[config.mk]
export PLATFORM = sky130hd
export DESIGN_NAME = sound_register_write_logger_top
export DESIGN_NICKNAME = d
export VERILOG_FILES = /design/src/rtl/swl_pkg.sv /design/src/rtl/swl_front.sv /design/src/rtl/swl_queue.sv /design/src/rtl/swl_back.sv /design/src/rtl/sound_register_write_logger_top.sv
export SDC_FILE = /design/constraint.sdc
export NUM_CORES = 1
export LEC_CHECK = 0
export ABC_CLOCK_PERIOD_IN_PS = 8100
export BUFFER_PORTS_ARGS = -buffer_cell sky130_fd_sc_hd__buf_4
export CAP_MARGIN = 20
export CELL_PAD_IN_SITES_DETAIL_PLACEMENT = 0
export CELL_PAD_IN_SITES_GLOBAL_PLACEMENT = 2
export CORE_MARGIN = 2
export CORE_UTILIZATION = 44
export CTS_BUF_LIST = sky130_fd_sc_hd__clkbuf_4 sky130_fd_sc_hd__clkbuf_8
export DETAILED_ROUTE_END_ITERATION = 8
export PLACE_DENSITY = 0.92
export SYNTH_ARGS = -nofsm -noshare
export SYNTH_HDL_FRONTEND = slang
export SYNTH_SLANG_ARGS = --single-unit
[constraint.sdc]
create_clock -name i_clk -period 8.1 [get_ports i_clk]
set_input_delay 1.215 -clock i_clk [delete_from_list [all_inputs] [get_ports i_clk]]
set_output_delay 1.215 -clock i_clk [all_outputs]
set_load 0.005 [all_outputs]
[src/rtl/swl_pkg.sv]
package swl_pkg;

    // Input item kinds
    localparam logic [1:0] CMD_IO   = 2'd0;
    localparam logic [1:0] CMD_MEM  = 2'd1;
    localparam logic [1:0] CMD_TICK = 2'd2;
    localparam logic [1:0] CMD_END  = 2'd3;

    // Stream opcodes
    localparam logic [7:0] OP_WAIT   = 8'h61;
    localparam logic [7:0] OP_END    = 8'h66;
    localparam logic [7:0] OP_FM     = 8'h51;
    localparam logic [7:0] OP_OPL    = 8'h5C;
    localparam logic [7:0] OP_PSG    = 8'hA0;
    localparam logic [7:0] OP_TONE   = 8'h50;
    localparam logic [7:0] OP_STEREO = 8'h4F;
    localparam logic [7:0] OP_WAVE   = 8'hD2;

    // One-time wave enable command payload
    localparam logic [7:0] WAVE_EN_DATA = 8'h1F;

    // Wave chip port codes
    localparam logic [7:0] WP_TABLE = 8'd0;
    localparam logic [7:0] WP_FREQ  = 8'd1;
    localparam logic [7:0] WP_VOL   = 8'd2;
    localparam logic [7:0] WP_EN    = 8'd3;
    localparam logic [7:0] WP_PTAB  = 8'd4;
    localparam logic [7:0] WP_SHARE = 8'd5;

    // I/O ports
    localparam logic [15:0] IO_FM_ADR0 = 16'h007C;
    localparam logic [15:0] IO_FM_ADR1 = 16'h00F0;
    localparam logic [15:0] IO_FM_DAT0 = 16'h007D;
    localparam logic [15:0] IO_FM_DAT1 = 16'h00F1;
    localparam logic [15:0] IO_OPL_ADR = 16'h00C0;
    localparam logic [15:0] IO_OPL_DAT = 16'h00C1;
    localparam logic [15:0] IO_PSG_ADR = 16'h00A0;
    localparam logic [15:0] IO_PSG_DAT = 16'h00A1;
    localparam logic [15:0] IO_TONE0   = 16'h007E;
    localparam logic [15:0] IO_TONE1   = 16'h007F;
    localparam logic [15:0] IO_STEREO  = 16'h0006;

    localparam logic [7:0] OPL_ADPCM_REG = 8'h0F;

    // Memory windows (upper address byte)
    localparam logic [7:0] WAVE_BASE  = 8'h98;
    localparam logic [7:0] WPLUS_BASE = 8'hB8;

    localparam logic [15:0] WAIT_MAX = 16'hFFFF;

    // Chip-use flag bits
    localparam int F_FM    = 0;
    localparam int F_OPL   = 1;
    localparam int F_ADPCM = 2;
    localparam int F_PSG   = 3;
    localparam int F_TONE  = 4;
    localparam int F_WAVE  = 5;
    localparam int F_WPLUS = 6;

    // Most bytes one item can produce: wait, enable, wave command
    localparam int MAX_BYTES = 11;

    // Classified command passed from front to back
    typedef struct packed {
        logic            has_wait;
        logic [15:0]     wait_val;
        logic            has_en;
        logic [2:0]      body_len;
        logic [3:0][7:0] body;
        logic [6:0]      flags;
    } t_cmd;

endpackage

[src/rtl/swl_front.sv]
module swl_front
    import swl_pkg::*;
(
    input  logic        i_clk,
    input  logic        i_rst_n,
    input  logic        i_valid,
    input  logic        i_full,
    input  logic [1:0]  i_cmd,
    input  logic [15:0] i_addr,
    input  logic [7:0]  i_wdata,
    output logic        o_push,
    output t_cmd        o_cmd
);

    logic [15:0] r_pend, n_pend;
    logic [7:0]  r_fm, n_fm;
    logic [7:0]  r_opl, n_opl;
    logic [7:0]  r_psg, n_psg;
    logic        r_init, n_init;
    logic [6:0]  r_flags, n_flags;

    logic        accept;
    logic        wen;
    logic        ovf;
    logic [7:0]  wport;
    logic [7:0]  woff;
    logic [7:0]  a;
    logic [2:0]  blen;
    logic [3:0][7:0] body;
    logic        has_en;

    assign accept = i_valid && !i_full;
    assign a      = i_addr[7:0];

    // Classify the item and work out the next state
    always_comb begin
        n_pend  = r_pend;
        n_fm    = r_fm;
        n_opl   = r_opl;
        n_psg   = r_psg;
        n_init  = r_init;
        n_flags = r_flags;
        wen     = 1'b0;
        ovf     = 1'b0;
        wport   = WP_TABLE;
        woff    = 8'd0;
        blen    = 3'd0;
        body    = '0;
        has_en  = 1'b0;

        unique case (i_cmd)
            CMD_IO: begin
                unique case (i_addr) inside
                    IO_FM_ADR0, IO_FM_ADR1: begin
                        n_flags[F_FM] = 1'b1;
                        n_fm = i_wdata;
                    end
                    IO_FM_DAT0, IO_FM_DAT1: begin
                        blen = 3'd3;
                        body = {8'd0, i_wdata, r_fm, OP_FM};
                    end
                    IO_OPL_ADR: begin
                        n_flags[F_OPL] = 1'b1;
                        n_opl = i_wdata;
                        if (i_wdata == OPL_ADPCM_REG) n_flags[F_ADPCM] = 1'b1;
                    end
                    IO_OPL_DAT: begin
                        blen = 3'd3;
                        body = {8'd0, i_wdata, r_opl, OP_OPL};
                    end
                    IO_PSG_ADR: begin
                        n_flags[F_PSG] = 1'b1;
                        n_psg = i_wdata;
                    end
                    IO_PSG_DAT: begin
                        blen = 3'd3;
                        body = {8'd0, i_wdata, r_psg, OP_PSG};
                    end
                    IO_TONE0, IO_TONE1: begin
                        n_flags[F_TONE] = 1'b1;
                        blen = 3'd2;
                        body = {16'd0, i_wdata, OP_TONE};
                    end
                    IO_STEREO: begin
                        blen = 3'd2;
                        body = {16'd0, i_wdata, OP_STEREO};
                    end
                    default: begin
                    end
                endcase
            end
            CMD_MEM: begin
                // First window: table, freq, volume, enable, mirrors, shared table
                if (i_addr[15:8] == WAVE_BASE) begin
                    wen = 1'b1;
                    if (a <= 8'h7F) begin
                        wport = WP_TABLE; woff = a;
                    end else if (a <= 8'h89) begin
                        wport = WP_FREQ; woff = a - 8'h80;
                        if (i_wdata != 8'd0) n_flags[F_WAVE] = 1'b1;
                    end else if (a <= 8'h8E) begin
                        wport = WP_VOL; woff = a - 8'h8A;
                    end else if (a == 8'h8F) begin
                        wport = WP_EN; woff = 8'd0;
                    end else if (a <= 8'h99) begin
                        wport = WP_FREQ; woff = a - 8'h90;
                        if (i_wdata != 8'd0) n_flags[F_WAVE] = 1'b1;
                    end else if (a <= 8'h9E) begin
                        wport = WP_VOL; woff = a - 8'h9A;
                    end else if (a == 8'h9F) begin
                        wport = WP_EN; woff = 8'd0;
                    end else if (a <= 8'hDF) begin
                        wen = 1'b0;
                    end else begin
                        wport = WP_SHARE; woff = a - 8'hE0;
                    end
                // Second window
                end else if (i_addr[15:8] == WPLUS_BASE) begin
                    wen = 1'b1;
                    if (a <= 8'h7F) begin
                        wport = WP_TABLE; woff = a;
                    end else if (a <= 8'h9F) begin
                        wport = WP_PTAB; woff = a;
                    end else if (a <= 8'hA9) begin
                        wport = WP_FREQ; woff = a - 8'hA0;
                        if (i_wdata != 8'd0) n_flags[F_WPLUS] = 1'b1;
                    end else if (a <= 8'hAE) begin
                        wport = WP_VOL; woff = a - 8'hAA;
                    end else if (a == 8'hAF) begin
                        wport = WP_EN; woff = 8'd0;
                    end else if (a <= 8'hB9) begin
                        wport = WP_FREQ; woff = a - 8'hB0;
                        if (i_wdata != 8'd0) n_flags[F_WPLUS] = 1'b1;
                    end else if (a <= 8'hBE) begin
                        wport = WP_VOL; woff = a - 8'hBA;
                    end else if (a == 8'hBF) begin
                        wport = WP_EN; woff = 8'd0;
                    end else if (a <= 8'hDF) begin
                        wport = WP_SHARE; woff = a - 8'hC0;
                    end else begin
                        wen = 1'b0;
                    end
                end
            end
            CMD_TICK: begin
                // full wait goes out at once on overflow
                if (r_pend == WAIT_MAX) begin
                    ovf = 1'b1;
                    n_pend = 16'd1;
                end else begin
                    n_pend = r_pend + 16'd1;
                end
            end
            CMD_END: begin
                blen = 3'd1;
                body = {24'd0, OP_END};
            end
            default: begin
            end
        endcase

        // wave command, preceded once by the enable command
        if (wen) begin
            blen   = 3'd4;
            body   = {i_wdata, woff, wport, OP_WAVE};
            has_en = !r_init;
            n_init = 1'b1;
        end

        // pending wait is flushed ahead of any command
        if (blen != 3'd0) n_pend = 16'd0;

        o_cmd.has_wait = ovf || ((blen != 3'd0) && (r_pend != 16'd0));
        o_cmd.wait_val = ovf ? WAIT_MAX : r_pend;
        o_cmd.has_en   = has_en;
        o_cmd.body_len = blen;
        o_cmd.body     = body;
        o_cmd.flags    = n_flags;
    end

    assign o_push = accept && (o_cmd.has_wait || (blen != 3'd0));

    // State update on each accepted item
    always_ff @(posedge i_clk) begin
        if (!i_rst_n) begin
            r_pend  <= '0;
            r_fm    <= '0;
            r_opl   <= '0;
            r_psg   <= '0;
            r_init  <= 1'b0;
            r_flags <= '0;
        end else if (accept) begin
            r_pend  <= n_pend;
            r_fm    <= n_fm;
            r_opl   <= n_opl;
            r_psg   <= n_psg;
            r_init  <= n_init;
            r_flags <= n_flags;
        end
    end

endmodule

[src/rtl/swl_queue.sv]
module swl_queue
    import swl_pkg::*;
(
    input  logic i_clk,
    input  logic i_rst_n,
    input  logic i_push,
    input  t_cmd i_cmd,
    input  logic i_pop,
    output logic o_full,
    output logic o_nempty,
    output t_cmd o_cmd
);

    // two-entry queue between front and back
    t_cmd       r_mem [2];
    logic       r_wp, r_rp;
    logic [1:0] r_cnt;

    assign o_full   = (r_cnt == 2'd2);
    assign o_nempty = (r_cnt != 2'd0);
    assign o_cmd    = r_mem[r_rp];

    always_ff @(posedge i_clk) begin
        if (!i_rst_n) begin
            r_wp  <= 1'b0;
            r_rp  <= 1'b0;
            r_cnt <= 2'd0;
        end else begin
            if (i_push) r_wp <= !r_wp;
            if (i_pop)  r_rp <= !r_rp;
            case ({i_push, i_pop})
                2'b10:   r_cnt <= r_cnt + 2'd1;
                2'b01:   r_cnt <= r_cnt - 2'd1;
                default: r_cnt <= r_cnt;
            endcase
        end
    end

    always_ff @(posedge i_clk) begin
        if (i_push) r_mem[r_wp] <= i_cmd;
    end

endmodule

[src/rtl/swl_back.sv]
module swl_back
    import swl_pkg::*;
(
    input  logic       i_clk,
    input  logic       i_rst_n,
    input  logic       i_nempty,
    input  t_cmd       i_cmd,
    output logic       o_pop,
    input  logic       i_stall,
    output logic       o_valid,
    output logic [7:0] o_out_byte,
    output logic       o_last_byte,
    output logic [6:0] o_chips_seen
);

    logic [7:0] r_sh [MAX_BYTES];
    logic [7:0] a_sh [MAX_BYTES];
    logic [3:0] r_cnt;
    logic [3:0] a_cnt;
    logic [3:0] base;
    logic [6:0] r_flags;
    logic       ld;
    logic       r_valid;
    logic [7:0] r_out_byte;
    logic       r_last_byte;
    logic [6:0] r_chips_seen;

    assign o_valid      = r_valid;
    assign o_out_byte   = r_out_byte;
    assign o_last_byte  = r_last_byte;
    assign o_chips_seen = r_chips_seen;

    // output register is free to take a byte
    assign ld    = !r_valid || !i_stall;
    assign o_pop = i_nempty && ((r_cnt == 4'd0) || ((r_cnt == 4'd1) && ld));

    // Lay out the bytes of one command: wait, enable, body
    always_comb begin
        for (int k = 0; k < MAX_BYTES; k++) a_sh[k] = 8'd0;
        base = 4'd0;
        if (i_cmd.has_wait) begin
            a_sh[0] = OP_WAIT;
            a_sh[1] = i_cmd.wait_val[7:0];
            a_sh[2] = i_cmd.wait_val[15:8];
            base = 4'd3;
        end
        if (i_cmd.has_en) begin
            a_sh[base]        = OP_WAVE;
            a_sh[base + 4'd1] = WP_EN;
            a_sh[base + 4'd2] = WP_TABLE;
            a_sh[base + 4'd3] = WAVE_EN_DATA;
            base = base + 4'd4;
        end
        for (int j = 0; j < 4; j++) begin
            a_sh[base + 4'(j)] = i_cmd.body[j];
        end
        a_cnt = base + {1'b0, i_cmd.body_len};
    end

    // Byte counter and output valid
    always_ff @(posedge i_clk) begin
        if (!i_rst_n) begin
            r_cnt   <= 4'd0;
            r_valid <= 1'b0;
        end else begin
            if (ld) r_valid <= (r_cnt != 4'd0);
            if (o_pop) begin
                r_cnt <= a_cnt;
            end else if (ld && (r_cnt != 4'd0)) begin
                r_cnt <= r_cnt - 4'd1;
            end
        end
    end

    // Shift register and output payload
    always_ff @(posedge i_clk) begin
        if (ld && (r_cnt != 4'd0)) begin
            r_out_byte   <= r_sh[0];
            r_last_byte  <= (r_cnt == 4'd1);
            r_chips_seen <= r_flags;
        end
        if (o_pop) begin
            r_sh    <= a_sh;
            r_flags <= i_cmd.flags;
        end else if (ld && (r_cnt != 4'd0)) begin
            for (int k = 0; k < MAX_BYTES - 1; k++) r_sh[k] <= r_sh[k + 1];
            r_sh[MAX_BYTES - 1] <= 8'd0;
        end
    end

endmodule

[src/rtl/sound_register_write_logger_top.sv]
// Sound register write logger. Takes I/O writes, memory writes, sample ticks and
// end markers, and streams out timed register-write commands byte by byte
// on the output channel, with o_last_byte on the final byte an input item causes.
// The front accepts one item per cycle while its two-entry command queue has room;
// items that only latch an address, tick the wait count without overflow, or miss
// every mapped port and window give no bytes. The back serializer sends one byte
// per cycle while the output is not stalled; an item yields 1 to 11 bytes (typically
// 3 or 4), and the next item's bytes follow without a gap when its command is queued.
module sound_register_write_logger_top
    import swl_pkg::*;
(
    input  logic        i_clk,
    input  logic        i_rst_n,
    input  logic        i_valid,
    output logic        o_stall,
    input  logic [1:0]  i_cmd,
    input  logic [15:0] i_addr,
    input  logic [7:0]  i_wdata,
    output logic        o_valid,
    input  logic        i_stall,
    output logic [7:0]  o_out_byte,
    output logic        o_last_byte,
    output logic [6:0]  o_chips_seen
);

    logic push, pop, full, nempty;
    t_cmd f_cmd, q_cmd;

    assign o_stall = full;

    swl_front u_front (
        .i_clk   (i_clk),
        .i_rst_n (i_rst_n),
        .i_valid (i_valid),
        .i_full  (full),
        .i_cmd   (i_cmd),
        .i_addr  (i_addr),
        .i_wdata (i_wdata),
        .o_push  (push),
        .o_cmd   (f_cmd)
    );

    swl_queue u_queue (
        .i_clk    (i_clk),
        .i_rst_n  (i_rst_n),
        .i_push   (push),
        .i_cmd    (f_cmd),
        .i_pop    (pop),
        .o_full   (full),
        .o_nempty (nempty),
        .o_cmd    (q_cmd)
    );

    swl_back u_back (
        .i_clk        (i_clk),
        .i_rst_n      (i_rst_n),
        .i_nempty     (nempty),
        .i_cmd        (q_cmd),
        .o_pop        (pop),
        .i_stall      (i_stall),
        .o_valid      (o_valid),
        .o_out_byte   (o_out_byte),
        .o_last_byte  (o_last_byte),
        .o_chips_seen (o_chips_seen)
    );

endmodule

==> summary.txt, run 1 <==
Clock tree
  – Post_cts resized: 0
  – CTS buffer count: roughly 50
  – Clk slew on worst S/H paths: 0.06 ns
  – CTS Hold Buffers Added: 0
  – Clk sinks: 289
  – CTS tree: built
  – # Post-CTS Setup Buffers: 0
  – H-tree depth: 2
  – Worst-skew pair later-pin latency: between 0.5 and 0.6 ns
  – Clk buf depth: 3
  – Clock Tree Root: clkbuf_8

Die
  – Core ar.: 0.03172 mm^2
  – # IOs: 48
  – Die width: around 180 um
  – Initial core utilization: 0.4491
  – Die Y: 183.9 um
  – Die area: 0.03383 mm^2
  – # rows: 65

Worst setup path
  – Critical path class: input pin to flop
  – Critical path's largest stage delay: 0.81 ns
  – CP required: 8.31 ns
  – Reg-to-Reg End: u_back.r_sh[52]
  – Flop2flop setup slack: 4.29 ns
  – Critical path capture point type: flop
  – Crit path top cell by count: buf_4
  – Critical-path top delay cell: nor2_4
  – Reg2reg path depth: 6
  – Crit path DAT: 5.30 ns
  – Crit path max fanout: 33
  – Critical path launch point type: input pin
  – CP cell instances: buf_4 -> inv_1 -> ha_1 -> and4_4 -> a2bb2oi_4 -> nor3_2 -> a41o_1 -> o21ai_2 -> o21ai_0 -> nor2_4 -> buf_4

Synth
  – Yosys top cell area share: 0.4870
  – Ys async rst share: 0
  – Avg Synthesized Cell Area: 10.94 um^2
  – Gate Count Post-Synth: 1302
  – Cell taking the most area after synthesis: edfxtp_1
  – Syn_nets: 1360
  – Cell Area, Synth: 0.01424 mm^2
  – YS warnings: 0
  – Count leader, synth: edfxtp_1
  – Prevailing post-synth register cell: edfxtp_1
  – Post-synth EDFFs: between 200 and 250
  – Register bit total from synthesis: 289
  – Post-synth cell types: 92
  – Register area share after synthesis: 0.5685
  – Synth top area cells: edfxtp_1 (49%), dfxtp_1 (8.2%), nand2_1 (4.5%)
  – Commonest cells post-synth: edfxtp_1 (231), nand2_1 (171), nor2_1 (109)

Drt
  – Post-route ant nets: 0
  – Total Wirelength: 39260 um
  – Routed via count: about 11000
  – WL/cell: roughly 22 um
  – Vias/cell: 6.003
  – Initial DRC count: ~1200
  – DRC viols: 0
  – First-pass DRT Iterations: 5

GRT
  – First-pass GRT wire length: 60690 um
  – Total GRT Usage: 0.2341
  – Vias in the first global route: 10200
  – GRT overflow: 0
  – Antenna violations before repair: 0
  – Largest net degree at the start of global routing: 89

Timing
  – Pins over their slew limit: 0
  – Slew HR: 0.3198
  – Setup violators final: 0
  – Hold Fails Final Rpt: 0
  – Fin worst setup slack: 3.002 ns
  – Achievable Freq: 196.2 MHz
  – Worst Tran Pin Value: about 1 ns
  – Min Hold Slack: 0.4178 ns
  – Minimum clock period: 5.098 ns
  – Period utilisation layout: 0.6293
  – Post-Route Skew: 0.05472 ns
  – Setup TNS: 0 ns
  – Setup repair after global routing missed its margin: no

Hold path
  – Worst hold path type: flop to flop
  – WHS Endpoint: u_back.o_chips_seen[4]
  – Hold Crit Depth: 0
  – Min-delay src: u_back.r_flags[4]

Pwr
  – Worst VDD drop: 0.0004547 V
  – Pwr per Cell Area: 288.3 mW/mm^2
  – Leak: 5.683 nW
  – Total power: 4.572 mW

Placement
  – Dpl ws: between 2 and 2.5 ns
  – I/O Buffers: 47
  – GPL Wtd Cong: 0.9180
  – Post-DP HPWL: about 27000 um
  – Placed cell areas: 0.01487 mm^2

Final layout
  – Finished Cell Area: 0.01586 mm^2
  – Area Overhead vs Synth: 11.32%
  – Nets: 1384
  – Share of layout cells above drive strength 1: 0.1601
  – # diodes: 0

Run status
  – Outcome: finished clean

Run
  – Max_cap viols: 0
[worst max-delay path by stage]
stage / depth (start not counted) / startpoint / slack (ns) / to
after CTS: 11 / i_addr[6] / 3.07 / u_queue.r_mem[0][58]
after detailed placement: 11 / i_addr[6] / 2.49 / u_queue.r_mem[0][45]
after global routing: 11 / i_addr[6] / 2.76 / u_queue.r_mem[0][58]
final: 11 / i_addr[6] / 3.00 / u_queue.r_mem[0][41]
after global placement: 11 / i_addr[6] / 2.57 / u_queue.r_mem[0][51]
after floorplan: 11 / i_addr[6] / 1.79 / u_queue.r_mem[0][0]
[flip-flops by register name (all words and copies together), names as in the netlist, named ones only]
register and count:
u_queue.r_rp 1, u_front.r_flags 7, u_back.o_last_byte 1, u_back.r_sh 88
u_front.r_opl 8, u_front.r_psg 8, u_back.r_flags 7, u_queue.r_wp 1
u_back.o_out_byte 8, u_queue.r_mem 120, u_back.r_cnt 4, u_queue.r_cnt 2
u_front.r_pend 16, u_back.o_valid 1, u_front.r_fm 8, u_front.r_init 1
u_back.o_chips_seen 7
[cell usage in the layout (no fill, tap or decap), drive strengths merged, types with 5 or more instances in the layout]
cell      n
nand2   172
nor2    109
dfxtp    58
and2     21
xnor2    13
mux2     32
a22o     18
nor3     13
a31oi    10
and4      7
buf      65
clkinv   19
o21a      5
a21o      9
o21bai    5
a211oi   13
mux2i    32
nand4    15
edfxtp  231
a221oi   16
ha       27
and3      9
o211a     8
or4      13
or2       5
o21ai    87
inv      35
a21oi   106
or3       9
a22oi    11
nor4     11
o31ai    28
clkbuf   65
nand3    20
[final cells by class]
type	instances	area, um^2
clock buffers	65	813.3
clock inverters	22	145.1
fillers	2907	15860
inverters	34	127.6
multi-input cells	887	5658
flip-flops and latches	289	8099
well taps	402	503.0
repair buffers	65	511.7
[worst max-delay path, delay by kind of cell]
family                   cells  cell delay [ns]
AND/OR/NAND/NOR              3             1.26
adder cells (fa/ha/maj)      1             0.61
AO/OA/AOI/OAI                4             1.28
buffers and inverters        3             0.92
[layer usage]
layer	wire length (um)	vias up	track usage
li1	-	4938	-
met4	986	0	0.07200
met5	0	-	0
met3	2005	66	0.02674
met2	18360	367	0.3766
met1	17920	5218	0.3328
[cells by family after synthesis]
kind of cell             synth area share
XOR/XNOR                         0.008608
multiplexers                      0.04778
AND/OR/NAND/NOR                    0.1388
buffers and inverters             0.03812
adder cells (fa/ha/maj)           0.02512
AO/OA/AOI/OAI                      0.1731
flip-flops                         0.5685
[per-stage QoR]
stage | cells | util
finish | 1764 | 0.5000
global route | 1764 | 0.5000
CTS | 1763 | 0.4991
global placement | 1675 | 0.4685
detailed placement | 1676 | 0.4689
floorplan | 1302 | -
[report_power, final]
group,switching [mW],internal [mW],total [mW]
combinational,0.706,0.390,1.10
clock,0.594,0.691,1.28
sequential,0.0964,2.09,2.19
total,1.40,3.18,4.57
Power figures use the tool's default switching activity.
==> run 2, diff against run 1 <==
- ABC_CLOCK_PERIOD_IN_PS: 8100 -> 4400
- CORE_UTILIZATION: 44 -> 39
- PLACE_DENSITY: 0.92 -> 0.87
- clock period: 8.1 -> 4.4 ns (I/O delays scaled with it)
==> summary.txt, run 2 (synthesized netlist as in run 1, its figures left out) <==
Timing
  – Fin worst setup slack: 0.9694 ns (-2.033 ns)
  – Achievable Freq: 291.5 MHz
  – Setup TNS: 0 ns (unchanged)
  – Worst Tran Pin Value: 0.7930 ns (-0.2236 ns)
  – Setup repair after global routing missed its margin: no
  – Hold Fails Final Rpt: 0 (unchanged)
  – Slew HR: 0.4694 (+0.1496)
  – Minimum clock period: 3.431 ns
  – Period utilisation layout: 0.7797
  – Pins over their slew limit: 0 (unchanged)
  – Post-Route Skew: 0.02963 ns (-0.02508 ns)
  – Setup violators final: 0 (unchanged)

Pwr
  – Leak: 5.745 nW (+1.1%)
  – Sequential Power Share: 0.480 (about the same)
  – Combinational share of power: 0.237 (-0.003)
  – Pwr per Cell Area: 528.1 mW/mm^2 (+83%)
  – Power Internal: 5.874 mW (+85%)
  – Switching share of total power: 0.3057 (about the same)
  – Worst VDD drop: 0.0002505 V (-45%)
  – Sw power: 2.586 mW (+85%)
  – Total power: 8.460 mW (+85%)
  – Clock share of power: 0.283 (+0.002)

Clock tree
  – # Post-CTS Setup Buffers: 0 (unchanged)
  – Clock Tree Root: clkbuf_8
  – Clk slew on worst S/H paths: 0.07 ns (about the same)
  – CTS buffer count: 45 (-8.2%)
  – Worst-skew pair later-pin latency: 0.58 ns (about the same)
  – CTS Hold Buffers Added: 0 (unchanged)
  – H-tree depth: 2 (unchanged)
  – Clk sinks: 289 (unchanged)
  – Clk buf depth: 3 (unchanged)
  – CTS tree: built
  – Post_cts resized: 0 (unchanged)

GRT
  – Largest net degree at the start of global routing: 71 (-20%)
  – GRT overflow: 0 (unchanged)
  – First-pass GRT wire length: 61420 um (+1.2%)
  – Vias in the first global route: 10440 (+2.3%)
  – Total GRT Usage: 0.2083 (-0.02578)
  – Antenna violations before repair: 0 (unchanged)

Die
  – Core ar.: 0.03574 mm^2 (+13%)
  – Initial core utilization: 0.3986 (-0.05056)
  – Die area: 0.03807 mm^2 (+13%)
  – Die width: 195.1 um (+6.1%)
  – # IOs: 48 (unchanged)
  – Die Y: 195.1 um (+6.1%)
  – # rows: 69 (+6.2%)

Drt
  – Routed via count: 10530 (-0.60%)
  – Post-route ant nets: 0 (unchanged)
  – Total Wirelength: 39410 um (+0.37%)
  – Vias/cell: 5.742 (-4.3%)
  – WL/cell: 21.50 um (-3.4%)
  – First-pass DRT Iterations: 5 (unchanged)
  – Initial DRC count: 933 (-19%)
  – DRC viols: 0 (unchanged)

Final layout
  – Max reg flops: 120 (unchanged)
  – Final core occ: 0.4482 (-0.05174)
  – Leading cell type in the layout, fill and taps excluded: edfxtp_1
  – Largest Register: u_queue.r_mem
  – Share of layout cells above drive strength 1: 0.1691 (+0.009037)
  – Nets: 1393 (+0.65%)
  – Most frequent cells in the layout: edfxtp_1 (231), nand2_1 (170), nor2_1 (108)
  – Top flop regs: u_queue.r_mem: 120 flops, u_back.r_sh: 88 flops, u_front.r_pend: 16 flops
  – Area Overhead vs Synth: 12.46%
  – # fillers: 3370 (+16%)
  – # diodes: 0 (unchanged)

Run status
  – Outcome: finished clean

Worst setup path
  – Critical path capture point type: flop
  – CP required: 4.71 ns (-3.60 ns)
  – Critical path class: input pin to flop
  – Crit path max fanout: 15 (-55%)
  – Crit path DAT: 3.74 ns (-1.56 ns)
  – Critical path launch point type: input pin

Placement
  – I/O Buffers: 47 (unchanged)
  – GPL Wtd Cong: 0.8927 (-2.8%)
  – Post-DP HPWL: 27750 um (+2.7%)
  – Dpl ws: 0.4382 ns (-2.050 ns)

Run
  – Max_cap viols: 0 (unchanged)

Hold path
  – Worst hold path type: input pin to flop
run 2: cell count changes in the layout (fill, tap and decap cells not counted), sizes merged:
cell      change
buf          +13
bufinv        +2
clkbuf        -5
clkinv        +2
clkinvlp      +1
inv           -3
run 2: stage by stage:
step	instances	hold WS, ns	instance area [um^2]
after floorplan	1302	0.4003	14250
after global placement	1749	0.4002	15060
after detailed placement	1749	0.4045	15060
after CTS	1833	0.3717	16020
after global routing	1833	0.3867	16020
final	1833	0.4072	16020
run 2: cell type report:
class | instances | area (um^2) | share of cell area
flip-flops and latches | 289 | 8099 | 0.5055
multi-input cells | 887 | 5658 | 0.3532
clock buffers | 60 | 769.5 | 0.04803
repair buffers | 78 | 598.1 | 0.03733
well taps | 461 | 576.8 | 0.03600
clock inverters | 24 | 191.4 | 0.01195
inverters | 34 | 127.6 | 0.007966
run 2: final timing paths:
path	from	to	slack [ns]	cells after the start
worst min register to register	u_back.r_flags[6]	u_back.o_chips_seen[6]	0.42	0
worst max-delay path	i_addr[6]	u_queue.r_mem[1][29]	0.97	10
worst max register to register	u_front.r_pend[0]	u_queue.r_cnt[1]	1.36	11
worst min-delay path	i_wdata[5]	u_front.r_psg[5]	0.41	3
run 2: power groups by stage:
stage | Sequential, mW | Clock, mW | Combinational [mW]
after floorplan | 4.06 | 0 | 1.35
after global placement | 4.09 | 0 | 2.00
after detailed placement | 4.13 | 0 | 2.02
after CTS | 4.07 | 2.44 | 2.02
after global routing | 4.12 | 2.55 | 2.24
final | 4.06 | 2.39 | 2.00
run 2: worst max-delay path, cell delays in order:
cell and delay (ns):
buf_4 0.17, inv_1 0.20, ha_1 0.57, and2_1 0.38, a21boi_2 0.14, a21oi_1 0.30
nand2_1 0.21, a2111oi_0 0.43, a311oi_1 0.13, o41ai_1 0.55
run 2: per-layer routing:
| layer | track usage | vias to the layer above | wire (um) |
|---|---|---|---|
| li1 | - | 4935 | - |
| met1 | 0.2833 | 5104 | 17080 |
| met2 | 0.3353 | 391 | 18390 |
| met3 | 0.03212 | 95 | 2467 |
| met4 | 0.08171 | 0 | 1468 |
| met5 | 0 | - | 0 |
